File: config.mk
export PLATFORM = sky130hd
export DESIGN_NAME = battery_presence_and_soc_classifier
export DESIGN_NICKNAME = d
export VERILOG_FILES = /design/src/rtl/bpsc_pkg.sv /design/src/rtl/battery_presence_and_soc_classifier.sv /design/src/rtl/bpsc_div.sv
export VERILOG_INCLUDE_DIRS = /design/src /design/src/rtl
export SDC_FILE = /design/constraint.sdc
export NUM_CORES = 1
export LEC_CHECK = 0
export ABC_AREA = 1
export BUFFER_PORTS_ARGS = -buffer_cell sky130_fd_sc_hd__clkbuf_2
export CAP_MARGIN = 20
export CORE_ASPECT_RATIO = 0.75
export CORE_MARGIN = 2
export CORE_UTILIZATION = 56
export CTS_CLUSTER_SIZE = 16
export DETAILED_ROUTE_END_ITERATION = 6
export PLACE_DENSITY = 0.8
export SYNTH_ARGS = -nofsm -noshare
export SYNTH_HDL_FRONTEND = slang
export SYNTH_HIERARCHICAL = 1
export SYNTH_SLANG_ARGS = --single-unit
File: constraint.sdc
create_clock -name clk -period 2.8 [get_ports clk]
set_input_delay 0 -clock clk [delete_from_list [all_inputs] [get_ports clk]]
set_output_delay 0 -clock clk [all_outputs]
set_load 0.05 [all_outputs]
File: src/rtl/assert_macros.svh
`ifndef ASSERT_MACROS_SVH
`define ASSERT_MACROS_SVH

// Same-cycle implication, checked on every clk edge outside reset.
`define BPSC_ASSERT_IMP(lbl, ante, cons) \
  lbl: assert property (@(posedge clk) disable iff (!rst_n) (ante) |-> (cons)) \
    else $error("assertion failed");

// Next-cycle implication, checked on every clk edge outside reset.
`define BPSC_ASSERT_NXT(lbl, ante, cons) \
  lbl: assert property (@(posedge clk) disable iff (!rst_n) (ante) |=> (cons)) \
    else $error("assertion failed");

`endif

File: src/rtl/bpsc_pkg.sv
package bpsc_pkg;

  localparam int MV_W   = 13;
  localparam int CUR_W  = 24;
  localparam int THR_W  = 23;
  localparam int GSOC_W = 8;
  localparam int SOC_W  = 7;
  localparam int QW     = 7;   // quotient bits: estimate stays below 128
  localparam int NUM_W  = 20;  // 8191 * 100 fits in 20 bits
  localparam int CFG_IDX_W = 3;
  localparam int CFG_W  = 23;
  // input edge to the edge that samples the strobe: three front stages,
  // the divider stages and the output register
  localparam int LATENCY = 4 + QW;

  localparam logic [1:0] ST_UNKNOWN = 2'd0;
  localparam logic [1:0] ST_PRESENT = 2'd1;
  localparam logic [1:0] ST_ABSENT  = 2'd2;

  localparam logic [MV_W-1:0]  LIION_MIN_MV = 13'd3000;
  localparam logic [MV_W-1:0]  DEAD_RAIL_MV = 13'd2500;
  localparam logic [SOC_W:0]   CLAMP_MARGIN = 8'd25;
  localparam logic [SOC_W-1:0] CLAMP_LIMIT  = 7'd80;
  localparam logic [SOC_W-1:0] SOC_FULL     = 7'd100;

  typedef enum logic [CFG_IDX_W-1:0] {
    CFG_EMPTY   = 3'd0,
    CFG_FULL    = 3'd1,
    CFG_PRESENT = 3'd2,
    CFG_IDLE    = 3'd3,
    CFG_AGREE   = 3'd4
  } cfg_idx_t;

  typedef enum logic [1:0] {
    SRC_ZERO  = 2'd0,
    SRC_GAUGE = 2'd1,
    SRC_LIN   = 2'd2,
    SRC_NONE  = 2'd3
  } soc_src_t;

  // what travels alongside the divider
  typedef struct packed {
    logic [1:0]       pack_state;
    soc_src_t         src;
    logic [SOC_W-1:0] gsoc;
    logic             lo;
    logic             hi;
  } side_t;

endpackage

File: src/rtl/battery_presence_and_soc_classifier.sv
// Channel   Handshake              Ports
// input     start high, busy low   in_pmic_vbat_mv .. in_gauge_soc
// result    out_strobe, one cycle  out_pack_state, out_charge_pct, out_soc_valid
// config    cfg_we, no wait        cfg_index, cfg_wdata
//
// One sample may enter every cycle while busy is low. Its strobe rises behind
// the three front stages, the 7-stage restoring divider of the linear voltage
// estimate and the one output stage.
// busy is high only during reset; a synchronous reset clears the valid bits
// and loads the register defaults. The result is shown for one cycle and cannot
// be held off.
module battery_presence_and_soc_classifier
  import bpsc_pkg::*;
(
  input  logic                    clk,
  input  logic                    rst_n,
  input  logic                    start,
  output logic                    busy,
  input  logic [MV_W-1:0]         in_pmic_vbat_mv,
  input  logic [MV_W-1:0]         in_gauge_vcell_mv,
  input  logic signed [CUR_W-1:0] in_cell_current_ua,
  input  logic                    in_usb_online,
  input  logic                    in_reg_done,
  input  logic                    in_bat_good,
  input  logic                    in_pack_absent,
  input  logic signed [GSOC_W-1:0] in_gauge_soc,
  output logic                    out_strobe,
  output logic [1:0]              out_pack_state,
  output logic [SOC_W-1:0]        out_charge_pct,
  output logic                    out_soc_valid,
  input  logic                    cfg_we,
  input  logic [CFG_IDX_W-1:0]    cfg_index,
  input  logic [CFG_W-1:0]        cfg_wdata
);

  `include "assert_macros.svh"

  // configuration registers
  logic [MV_W-1:0]  cfg_empty_r, cfg_full_r, cfg_agree_r;
  logic [THR_W-1:0] cfg_present_r, cfg_idle_r;

  always_ff @(posedge clk) begin
    if (!rst_n) begin
      cfg_empty_r   <= 13'd3300;
      cfg_full_r    <= 13'd4200;
      cfg_present_r <= 23'd30000;
      cfg_idle_r    <= 23'd30000;
      cfg_agree_r   <= 13'd400;
    end else if (cfg_we) begin
      case (cfg_idx_t'(cfg_index))
        CFG_EMPTY:   cfg_empty_r   <= cfg_wdata[MV_W-1:0];
        CFG_FULL:    cfg_full_r    <= cfg_wdata[MV_W-1:0];
        CFG_PRESENT: cfg_present_r <= cfg_wdata;
        CFG_IDLE:    cfg_idle_r    <= cfg_wdata;
        CFG_AGREE:   cfg_agree_r   <= cfg_wdata[MV_W-1:0];
        default: ;
      endcase
    end
  end

  logic in_accept;
  assign busy      = ~rst_n;
  assign in_accept = start & ~busy;

  // ---------------- stage 1: magnitudes and voltage flags
  logic             s1_v_r;
  logic [CUR_W-1:0] s1_ia_r;
  logic [MV_W-1:0]  s1_pm_r, s1_fg_r;
  logic             s1_usb_r, s1_done_r, s1_good_r, s1_absent_r;
  logic             s1_gvalid_r;
  logic [SOC_W-1:0] s1_gsoc_r;
  logic             s1_pm_nz_r, s1_fg_nz_r, s1_pm_ge_r, s1_fg_ge_r, s1_pm_dead_r;
  logic             s1_agree_r;

  logic [CUR_W-1:0] ia_nxt;
  logic [MV_W-1:0]  vdiff_nxt;

  assign ia_nxt    = in_cell_current_ua[CUR_W-1] ? CUR_W'(-in_cell_current_ua)
                                                 : CUR_W'(in_cell_current_ua);
  assign vdiff_nxt = (in_pmic_vbat_mv >= in_gauge_vcell_mv)
                   ? in_pmic_vbat_mv - in_gauge_vcell_mv
                   : in_gauge_vcell_mv - in_pmic_vbat_mv;

  always_ff @(posedge clk) begin
    if (!rst_n) begin
      s1_v_r <= 1'b0;
    end else begin
      s1_v_r <= in_accept;
    end
  end

  always_ff @(posedge clk) begin
    s1_ia_r      <= ia_nxt;
    s1_pm_r      <= in_pmic_vbat_mv;
    s1_fg_r      <= in_gauge_vcell_mv;
    s1_usb_r     <= in_usb_online;
    s1_done_r    <= in_reg_done;
    s1_good_r    <= in_bat_good;
    s1_absent_r  <= in_pack_absent;
    s1_gvalid_r  <= ~in_gauge_soc[GSOC_W-1] && (in_gauge_soc[SOC_W-1:0] <= SOC_FULL);
    s1_gsoc_r    <= in_gauge_soc[SOC_W-1:0];
    s1_pm_nz_r   <= (in_pmic_vbat_mv != '0);
    s1_fg_nz_r   <= (in_gauge_vcell_mv != '0);
    s1_pm_ge_r   <= (in_pmic_vbat_mv >= LIION_MIN_MV);
    s1_fg_ge_r   <= (in_gauge_vcell_mv >= LIION_MIN_MV);
    s1_pm_dead_r <= (in_pmic_vbat_mv < DEAD_RAIL_MV);
    s1_agree_r   <= (vdiff_nxt < cfg_agree_r);
  end

  // ---------------- stage 2: rule ladder, source pick, estimate operands
  logic             ia_lt_idle, ia_gt_idle, ia_ge_pres;
  logic [1:0]       st_nxt;
  soc_src_t         src_nxt;
  logic [MV_W-1:0]  mv_nxt;

  assign ia_lt_idle = s1_ia_r <  CUR_W'(cfg_idle_r);
  assign ia_gt_idle = s1_ia_r >  CUR_W'(cfg_idle_r);
  assign ia_ge_pres = s1_ia_r >= CUR_W'(cfg_present_r);

  always_comb begin
    st_nxt = ST_UNKNOWN;
    if (s1_usb_r && s1_done_r && ia_lt_idle) begin
      st_nxt = ST_ABSENT;
    end else if (s1_usb_r && ia_ge_pres) begin
      st_nxt = ST_PRESENT;
    end else if (s1_usb_r && !s1_absent_r && s1_fg_ge_r) begin
      st_nxt = ST_PRESENT;
    end else if (s1_usb_r && !s1_good_r && s1_pm_nz_r && s1_pm_dead_r) begin
      st_nxt = ST_ABSENT;
    end else if (!s1_usb_r && s1_pm_nz_r && !s1_pm_ge_r && s1_fg_nz_r && !s1_fg_ge_r) begin
      st_nxt = ST_ABSENT;
    end else if (!s1_usb_r && (s1_pm_ge_r || s1_fg_ge_r)) begin
      st_nxt = ST_PRESENT;
    end else if (!s1_usb_r && ia_gt_idle) begin
      st_nxt = ST_PRESENT;
    end else if (s1_pm_ge_r && s1_fg_ge_r && (s1_agree_r || ia_ge_pres)) begin
      st_nxt = ST_PRESENT;
    end
  end

  always_comb begin
    if (st_nxt == ST_ABSENT) begin
      src_nxt = SRC_ZERO;
    end else if (s1_usb_r && st_nxt == ST_UNKNOWN && ia_lt_idle && s1_absent_r) begin
      src_nxt = SRC_ZERO;
    end else if (s1_gvalid_r) begin
      src_nxt = SRC_GAUGE;
    end else if (s1_pm_nz_r || s1_fg_nz_r) begin
      src_nxt = SRC_LIN;
    end else begin
      src_nxt = SRC_NONE;
    end
  end

  // the gauge clamp always uses the PMIC voltage, even when it is zero
  assign mv_nxt = (s1_gvalid_r || s1_pm_nz_r) ? s1_pm_r : s1_fg_r;

  logic             s2_v_r;
  side_t            s2_side_r;
  logic [MV_W-1:0]  s2_diff_r, s2_den_r;

  always_ff @(posedge clk) begin
    if (!rst_n) begin
      s2_v_r <= 1'b0;
    end else begin
      s2_v_r <= s1_v_r;
    end
  end

  always_ff @(posedge clk) begin
    s2_side_r.pack_state <= st_nxt;
    s2_side_r.src        <= src_nxt;
    s2_side_r.gsoc       <= s1_gsoc_r;
    s2_side_r.lo         <= (mv_nxt <= cfg_empty_r);
    s2_side_r.hi         <= (mv_nxt >= cfg_full_r);
    s2_diff_r            <= mv_nxt - cfg_empty_r;
    s2_den_r             <= cfg_full_r - cfg_empty_r;
  end

  // ---------------- stage 3: scale the numerator by 100
  logic             s3_v_r;
  side_t            s3_side_r;
  logic [NUM_W-1:0] s3_num_r;
  logic [MV_W-1:0]  s3_den_r;

  always_ff @(posedge clk) begin
    if (!rst_n) begin
      s3_v_r <= 1'b0;
    end else begin
      s3_v_r <= s2_v_r;
    end
  end

  always_ff @(posedge clk) begin
    s3_side_r <= s2_side_r;
    s3_num_r  <= NUM_W'(s2_diff_r) * NUM_W'(SOC_FULL);
    s3_den_r  <= s2_den_r;
  end

  // ---------------- divider stages
  logic          dv_v;
  logic [QW-1:0] dv_quo;
  side_t         dv_side;

  bpsc_div u_div (
    .clk       (clk),
    .rst_n     (rst_n),
    .in_valid  (s3_v_r),
    .in_num    (s3_num_r),
    .in_den    (s3_den_r),
    .in_side   (s3_side_r),
    .out_valid (dv_v),
    .out_quo   (dv_quo),
    .out_side  (dv_side)
  );

  // ---------------- output stage: estimate, clamp, select
  logic [SOC_W-1:0] est;
  logic [SOC_W-1:0] soc_nxt;
  logic             valid_nxt;

  always_comb begin
    if (dv_side.lo) begin
      est = '0;
    end else if (dv_side.hi) begin
      est = SOC_FULL;
    end else begin
      est = SOC_W'(dv_quo);
    end
  end

  always_comb begin
    valid_nxt = 1'b1;
    case (dv_side.src)
      SRC_ZERO: soc_nxt = '0;
      SRC_GAUGE: begin
        if (({1'b0, dv_side.gsoc} > ({1'b0, est} + CLAMP_MARGIN)) && (est < CLAMP_LIMIT)) begin
          soc_nxt = est;
        end else begin
          soc_nxt = dv_side.gsoc;
        end
      end
      SRC_LIN: soc_nxt = est;
      SRC_NONE: begin
        soc_nxt   = '0;
        valid_nxt = 1'b0;
      end
      default: soc_nxt = '0;
    endcase
  end

  logic             out_strobe_r;
  logic [1:0]       out_pack_state_r;
  logic [SOC_W-1:0] out_soc_r;
  logic             out_valid_r;

  always_ff @(posedge clk) begin
    if (!rst_n) begin
      out_strobe_r <= 1'b0;
    end else begin
      out_strobe_r <= dv_v;
    end
  end

  always_ff @(posedge clk) begin
    out_pack_state_r <= dv_side.pack_state;
    out_soc_r        <= soc_nxt;
    out_valid_r      <= valid_nxt;
  end

  assign out_strobe     = out_strobe_r;
  assign out_pack_state = out_pack_state_r;
  assign out_charge_pct = out_soc_r;
  assign out_soc_valid  = out_valid_r;

  // ---------------- checks
  `BPSC_ASSERT_IMP(a_strobe_matches_accept, out_strobe, $past(in_accept, LATENCY))
  `BPSC_ASSERT_NXT(a_accept_enters_pipe, in_accept, s1_v_r)
  `BPSC_ASSERT_IMP(a_absent_zero_soc, out_strobe && out_pack_state == ST_ABSENT, out_soc_valid && out_charge_pct == '0)
  `BPSC_ASSERT_IMP(a_soc_in_range, out_strobe, out_charge_pct <= SOC_FULL && (out_soc_valid || out_charge_pct == '0))

endmodule

File: src/rtl/bpsc_div.sv
module bpsc_div
  import bpsc_pkg::*;
(
  input  logic             clk,
  input  logic             rst_n,
  input  logic             in_valid,
  input  logic [NUM_W-1:0] in_num,
  input  logic [MV_W-1:0]  in_den,
  input  side_t            in_side,
  output logic             out_valid,
  output logic [QW-1:0]    out_quo,
  output side_t            out_side
);

  logic             v_r    [QW];
  logic [NUM_W-1:0] rem_r  [QW];
  logic [MV_W-1:0]  den_r  [QW];
  logic [QW-1:0]    quo_r  [QW];
  side_t            side_r [QW];

  // one restoring step per stage, most significant quotient bit first
  for (genvar s = 0; s < QW; s++) begin : g_stage
    localparam int SH = QW - 1 - s;
    logic             v_in;
    logic [NUM_W-1:0] r_in;
    logic [MV_W-1:0]  d_in;
    logic [QW-1:0]    q_in;
    side_t            sd_in;
    logic [NUM_W-1:0] trial;

    if (s == 0) begin : g_first
      assign v_in  = in_valid;
      assign r_in  = in_num;
      assign d_in  = in_den;
      assign q_in  = '0;
      assign sd_in = in_side;
    end else begin : g_next
      assign v_in  = v_r[s-1];
      assign r_in  = rem_r[s-1];
      assign d_in  = den_r[s-1];
      assign q_in  = quo_r[s-1];
      assign sd_in = side_r[s-1];
    end

    assign trial = NUM_W'(d_in) << SH;

    always_ff @(posedge clk) begin
      if (!rst_n) begin
        v_r[s] <= 1'b0;
      end else begin
        v_r[s] <= v_in;
      end
    end

    always_ff @(posedge clk) begin
      den_r[s]  <= d_in;
      side_r[s] <= sd_in;
      if (r_in >= trial) begin
        rem_r[s] <= r_in - trial;
        quo_r[s] <= q_in | (QW'(1) << SH);
      end else begin
        rem_r[s] <= r_in;
        quo_r[s] <= q_in;
      end
    end
  end

  assign out_valid = v_r[QW-1];
  assign out_quo   = quo_r[QW-1];
  assign out_side  = side_r[QW-1];

endmodule
* Word level (Yosys, flattened, before mapping) *
Memories as Yosys holds them, arrays and structs flattened. A register that Yosys moved wholly into a read port is not among the register bits.
Cells that the tools add are included.

cells by class
  add/sub/neg operators = 13
  multiply operators = 1
  order comparisons = 20
  equality and inequality tests = 8
  multiplexer cells = 62
  bitwise gates (word level) = 24
  reduce and logical (&&, ||, !) cells = 44

operator list
  cell                                                                                   number
  20-bit 2-to-1 mux                                                                      7
  7-bit 2-to-1 mux                                                                       10
  13-bit subtractor                                                                      4
  1-bit 2-to-1 mux                                                                       36
  13-bit by 12-bit greater-or-equal comparator with 1-bit output, second input constant  2
  13-bit greater-or-equal comparator                                                     2
  13-bit 2-to-1 mux                                                                      2
  13-bit nonzero test                                                                    2
  24-bit by 23-bit greater-or-equal comparator with 1-bit output                         1
  24-bit by 23-bit > comparator with 1-bit output                                        1
  24-bit by 23-bit < comparator with 1-bit output                                        1
  24-bit negator                                                                         1
  23-bit 2-to-1 mux                                                                      1
  1-bit logical AND                                                                      21
  1-bit OR                                                                               21
  7-bit case mux with 3 select lines                                                     1
  20-bit by 13-bit greater-or-equal comparator with 1-bit output                         1
  20-bit by 14-bit greater-or-equal comparator with 1-bit output                         1
  20-bit by 15-bit greater-or-equal comparator with 1-bit output                         1
  20-bit by 16-bit greater-or-equal comparator with 1-bit output                         1
  20-bit by 17-bit greater-or-equal comparator with 1-bit output                         1
  20-bit by 18-bit greater-or-equal comparator with 1-bit output                         1
  20-bit by 19-bit greater-or-equal comparator with 1-bit output                         1
  20-bit by 13-bit subtractor with 20-bit output                                         1
  other kinds (29)                                                                       51

word-level totals
  register bits after elaboration = 249
  RAM bits = 378
  input bits = 92
  logic and storage cells = 219
  memories = 5

memories
  memory        depth  width  read ports  clocked after memory_dff  write ports  RTL line        text
  u_div.rem_r   7      20     6           0                         7            bpsc_div.sv:16  logic [NUM_W-1:0] rem_r [QW];
  u_div.den_r   7      13     6           0                         7            bpsc_div.sv:17  logic [MV_W-1:0] den_r [QW];
  u_div.side_r  7      13     7           0                         7            bpsc_div.sv:19  side_t side_r [QW];
  u_div.quo_r   7      7      7           0                         7            bpsc_div.sv:18  logic [QW-1:0] quo_r [QW];
  u_div.v_r     7      1      7           1                         7            bpsc_div.sv:15  logic v_r [QW];

* Logic depth before layout (Yosys ltp) *
  depth after elaboration = 16
  depth in mapped cells = 21

* By module *
The synthesis kept the hierarchy.

modules (own cells, without submodules)
  module                               instances  cells an instance  area an instance (um^2)
  bpsc_div                             1          1698               13593.0
  battery_presence_and_soc_classifier  1          1573               12887.4

* Worst setup path after synthesis *
No wires, ideal clock.

  kind = flip-flop to flip-flop
  start = register s2_diff_r[3]
  end = register s3_num_r[16]
  arrival time = 2716 ps
  data required time = 2728 ps
  slack = 13 ps
  stages on the path, launching flop included = 15
  clock period less this slack = 2787 ps
  path through = dfxtp_1 ha_1 ha_1 inv_1 fa_1 inv_1 ha_1 a21oi_1 nand2_1 nand2_1 nand2_1 a21oi_1 o21ai_0 a21oi_1 xor2_1

between the ends
  cells in the longest elaborated chain, start to end = 1

ends and longest elaborated chain
  element                                        RTL line                                    text
  start: declaration                             battery_presence_and_soc_classifier.sv:160  logic [MV_W-1:0] s2_diff_r, s2_den_r;
  start signal: assignment                       battery_presence_and_soc_classifier.sv:176  s2_diff_r <= mv_nxt - cfg_empty_r;
  13-bit by 5-bit multiplier with 18-bit output  battery_presence_and_soc_classifier.sv:196  s3_num_r <= NUM_W'(s2_diff_r) * NUM_W'(SOC_FULL);
  end signal: assignment                         battery_presence_and_soc_classifier.sv:196
  end: declaration                               battery_presence_and_soc_classifier.sv:183  logic [NUM_W-1:0] s3_num_r;

Every way passes these cells.
A chain may end at the register's enable or synchronous reset.

* Final worst setup path *
  start = register s2_diff_r[3]
  end = register s3_num_r[11]

Same word-level chain as after synthesis.

==> results by group <==
Pwr
  • Switching part of the total: roughly 40%
  • Sw Pwr: between 0.01 and 0.015 W
  • Flop pwr share: 33.4%
  • Overall power: 0.0330 W
  • Int Power: around 0.020 W
  • Comb pwr share: a little over two fifths
  • Leak: about 15 nW
  • Pwr dens: between 1000 and 1500 nW/um2
  • Clk pwr share: a little under a quarter
  • Max VDD drop: ~570 uV

Routing
  • Routed wire length: roughly 71000 um
  • Routed length per instance: 16.8 um
  • Drt pass-1 iters: 7
  • Drt initial violations: 2436
  • Antenna-violating nets left: 0
  • Routed vias: between 20k and 25k
  • DR vias/cell: roughly 5.4
  • DR DRC count: 13

Clock network
  • Max H-tree Level: 2
  • Clock latency at the later pin of the worst-skew pair: slightly above 0.6 ns
  • Cts bufs inserted: 52
  • Clock transition at path regs: ~0.07 ns
  • CTS Root Buffer Type: clkbuf_16
  • Total clock sinks: 574
  • CTS Buffer Depth: 3
  • CTS tree: built

Placed design
  • Final GP Congestion: 1.00
  • Detail Placement HPWL: about 48000 um
  • Number of port buffers: between 100 and 150
  • Placed inst area: 27900 um2
  • Placed insts: 4013

Global routing
  • Initial antenna violation count: 3
  • Largest net degree at the start of global routing: between 60 and 70
  • GR Util All Layers: ~28%
  • Met3 usage: under 10%
  • First-pass GRT wire length: 111000 um
  • Busiest grt layer: met2
  • Grt met2 use: around 44%
  • Vias in the first global route: around 21k
  • M1 GR Usage: about two fifths
  • Congestion Overflow GR: 0

Final layout
  • Layout cells sized above 1: between 10% and 20%
  • Post-Layout Cell Count: 4245
  • Final nets: 3945
  • Final Instance Area: 31600 um2
  • P&R area growth vs syn: 19.4%

Timing
  • Worst Setup Slack, final: -0.0642 ns
  • Worst-margin pin slew: between 1 and 1.5 ns
  • Maximum clock rate: about 350 MHz
  • WHS: around 0.028 ns
  • Max-slew headroom: 29.9%
  • Clock Skew: 0.0468 ns
  • Fin. Hold Viols: 0
  • Max Slew Vio Count: 0
  • Final setup fails: 1
  • Crit share post-route: 102%
  • Tmin final: 2.86 ns

Synthesis
  • Synthesized cell area: about 26000 um2
  • Yosys warns: 6
  • Seq/Total Area, Yosys: a little over two fifths
  • Yosys reg bits: approximately 570
  • Yosys cell types: 57
  • Mapped Avg Cell Area: approximately 8.1 um2
  • Syn Inst Count: 3271

Floorplanning
  • Die X: roughly 260 um
  • Chip Height: 192 um
  • Core Box Area: roughly 46000 um2
  • Ports: approximately 100
  • FP Rows: 68
  • Initial core utilization: roughly 57%
  • Die area: 49100 um2

Critical path
  • Critical path data required time: around 3.3 ns
  • Worst Path Max Fanout: 4
  • Data arrival time of the worst path: 3.36 ns
  • Startpoint Class: register
  • Critical Path End Type: register
  • Setup CP Type: register to register

Run status
  • Status: finished with violations
  • Failing checks: design-rule violations, negative setup slack

Worst hold path
  • Hold Path Class: input port to register

Flow run
  • Max-cap check violation count: 0
[stage by stage]
step | util, % | worst slack, ns | TNS [ns]
2_1_floorplan | - | 0.0127 | 0
4_1_cts | 66.9 | 0.000388 | 0
3_3_place_gp | 60.2 | -0.0429 | -0.0819
6_report | 68.2 | -0.0642 | -0.0642
5_1_grt | 68.2 | -0.180 | -0.515
3_5_place_dp | 60.2 | -0.133 | -0.409
[final timing paths]
path                            slack (ns)  cells past startpoint         start             end
worst max-delay path                 -0.06                     13  s2_diff_r[3]    s3_num_r[11]
worst min-delay path                  0.03                      3         rst_n  cfg_idle_r[18]
worst max register to register       -0.06                     13  s2_diff_r[3]    s3_num_r[11]
worst min register to register        0.31                      0  s2_side_r[9]    s3_side_r[9]
[kinds of logic after synthesis]
| kind of cell | share of synthesized area, % |
|---|---|
| AND/OR/NAND/NOR | 19.9 |
| adder cells (fa/ha/maj) | 13.8 |
| XOR/XNOR | 3.80 |
| AO/OA/AOI/OAI | 10.3 |
| flip-flops | 43.4 |
| multiplexers | 0.548 |
| other | 0.0142 |
| buffers and inverters | 8.20 |
[layout by cell type (no fill, tap or decap), types with 15 or more instances in the layout]
master and n:
nand2_1 759, dfxtp_1 568, inv_1 495, ha_1 241, nor2_1 226, a21oi_1 217, o21ai_0 152, dlygate4sd3_1 118
nand3_1 115, clkbuf_2 95, xor2_1 88, buf_4 63, clkbuf_16 52, nand4_1 42, a21oi_2 26, xnor2_1 26
nand3b_1 22, o211ai_1 21, ha_4 20, nor3_1 19, fa_1 17, o21ai_2 15
[Yosys cell counts, drive strengths merged]
master | number | area [um2]
nand2 | 772 | 2930
dfxtp | 574 | 11500
inv | 507 | 1910
ha | 264 | 3300
a21oi | 244 | 1280
nor2 | 237 | 920
o21ai | 179 | 937
nand3 | 124 | 678
xor2 | 89 | 780
nand4 | 42 | 263
nor3 | 27 | 160
xnor2 | 26 | 228
clkbuf | 25 | 93.8
nand3b | 23 | 185
o211ai | 22 | 179
fa | 18 | 360
buf | 17 | 166
mux2 | 12 | 135
o21bai | 11 | 82.6
a21o | 8 | 60.1
a31oi | 8 | 50.1
and3 | 6 | 37.5
and2 | 5 | 31.3
nor4 | 5 | 31.3
o21a | 4 | 30.0
o31ai | 4 | 30.0
or2 | 4 | 25.0
a211oi | 2 | 15.0
a21boi | 2 | 15.0
a2111o | 1 | 11.3
a221oi | 1 | 8.76
a32o | 1 | 10.0
a41oi | 1 | 8.76
clkinv | 1 | 3.75
conb | 1 | 3.75
mux2i | 1 | 10.0
nand2b | 1 | 6.26
o311ai | 1 | 8.76
o41ai | 1 | 8.76
[final cells by class]
type                    count  area, um2
multi-input cells        2150      13200
fillers                  3454      14800
well taps                 630        788
diodes                      2       5.00
clock buffers              64       1400
clock inverters            32        529
repair buffers            285       2250
flip-flops and latches    574      11500
inverters                 508       1920
[metal layers]
metal  vias up  wire [um]
met3       241       6410
met1     10400      30800
met2      1124      31700
met5         -         13
li1      11100          -
met4         2       2360
[what timing repair did]
action                                  4_1_cts  5_1_grt
hold endpoints to repair                    153        5
pin swaps                                     3       28
setup buffers                                 1       15
hold buffers                                116        6
endpoints found under the setup margin        4       17
resized for setup                             4       98
[power groups by stage]
stage | logic (W) | registers [W] | clock network [W]
2_1_floorplan | 0.00985 | 0.0108 | 0
3_3_place_gp | 0.0127 | 0.0111 | 0
3_5_place_dp | 0.0129 | 0.0111 | 0
4_1_cts | 0.0133 | 0.0110 | 0.00791
5_1_grt | 0.0159 | 0.0111 | 0.00828
6_report | 0.0141 | 0.0110 | 0.00787
[state kept, by name, indices dropped and copies added (netlist names), 7 cells and up]
register        count
u_div/rem_r       120
u_div/side_r       91
u_div/den_r        78
u_div/quo_r        28
s1_ia_r            24
cfg_idle_r         23
cfg_present_r      23
s3_num_r           18
cfg_agree_r        13
cfg_empty_r        13
cfg_full_r         13
s1_fg_r            13
s1_pm_r            13
s2_den_r           13
s2_diff_r          13
s2_side_r          13
s3_den_r           13
s3_side_r          13
out_charge_pct      7
s1_gsoc_r           7
u_div/v_r           7
[critical path, cell delays in order (launching register included)]
cell and delay (ns):
dfxtp_4 0.37, ha_4 0.24, ha_4 0.27, inv_2 0.04, fa_1 0.48, inv_2 0.05, ha_4 0.28, nand3_1 0.10
nand2_1 0.13, buf_4 0.12, buf_4 0.10, a21oi_1 0.06, o21ai_0 0.34, xor2_1 0.20
Note: power is estimated with default switching activity, not from simulation.
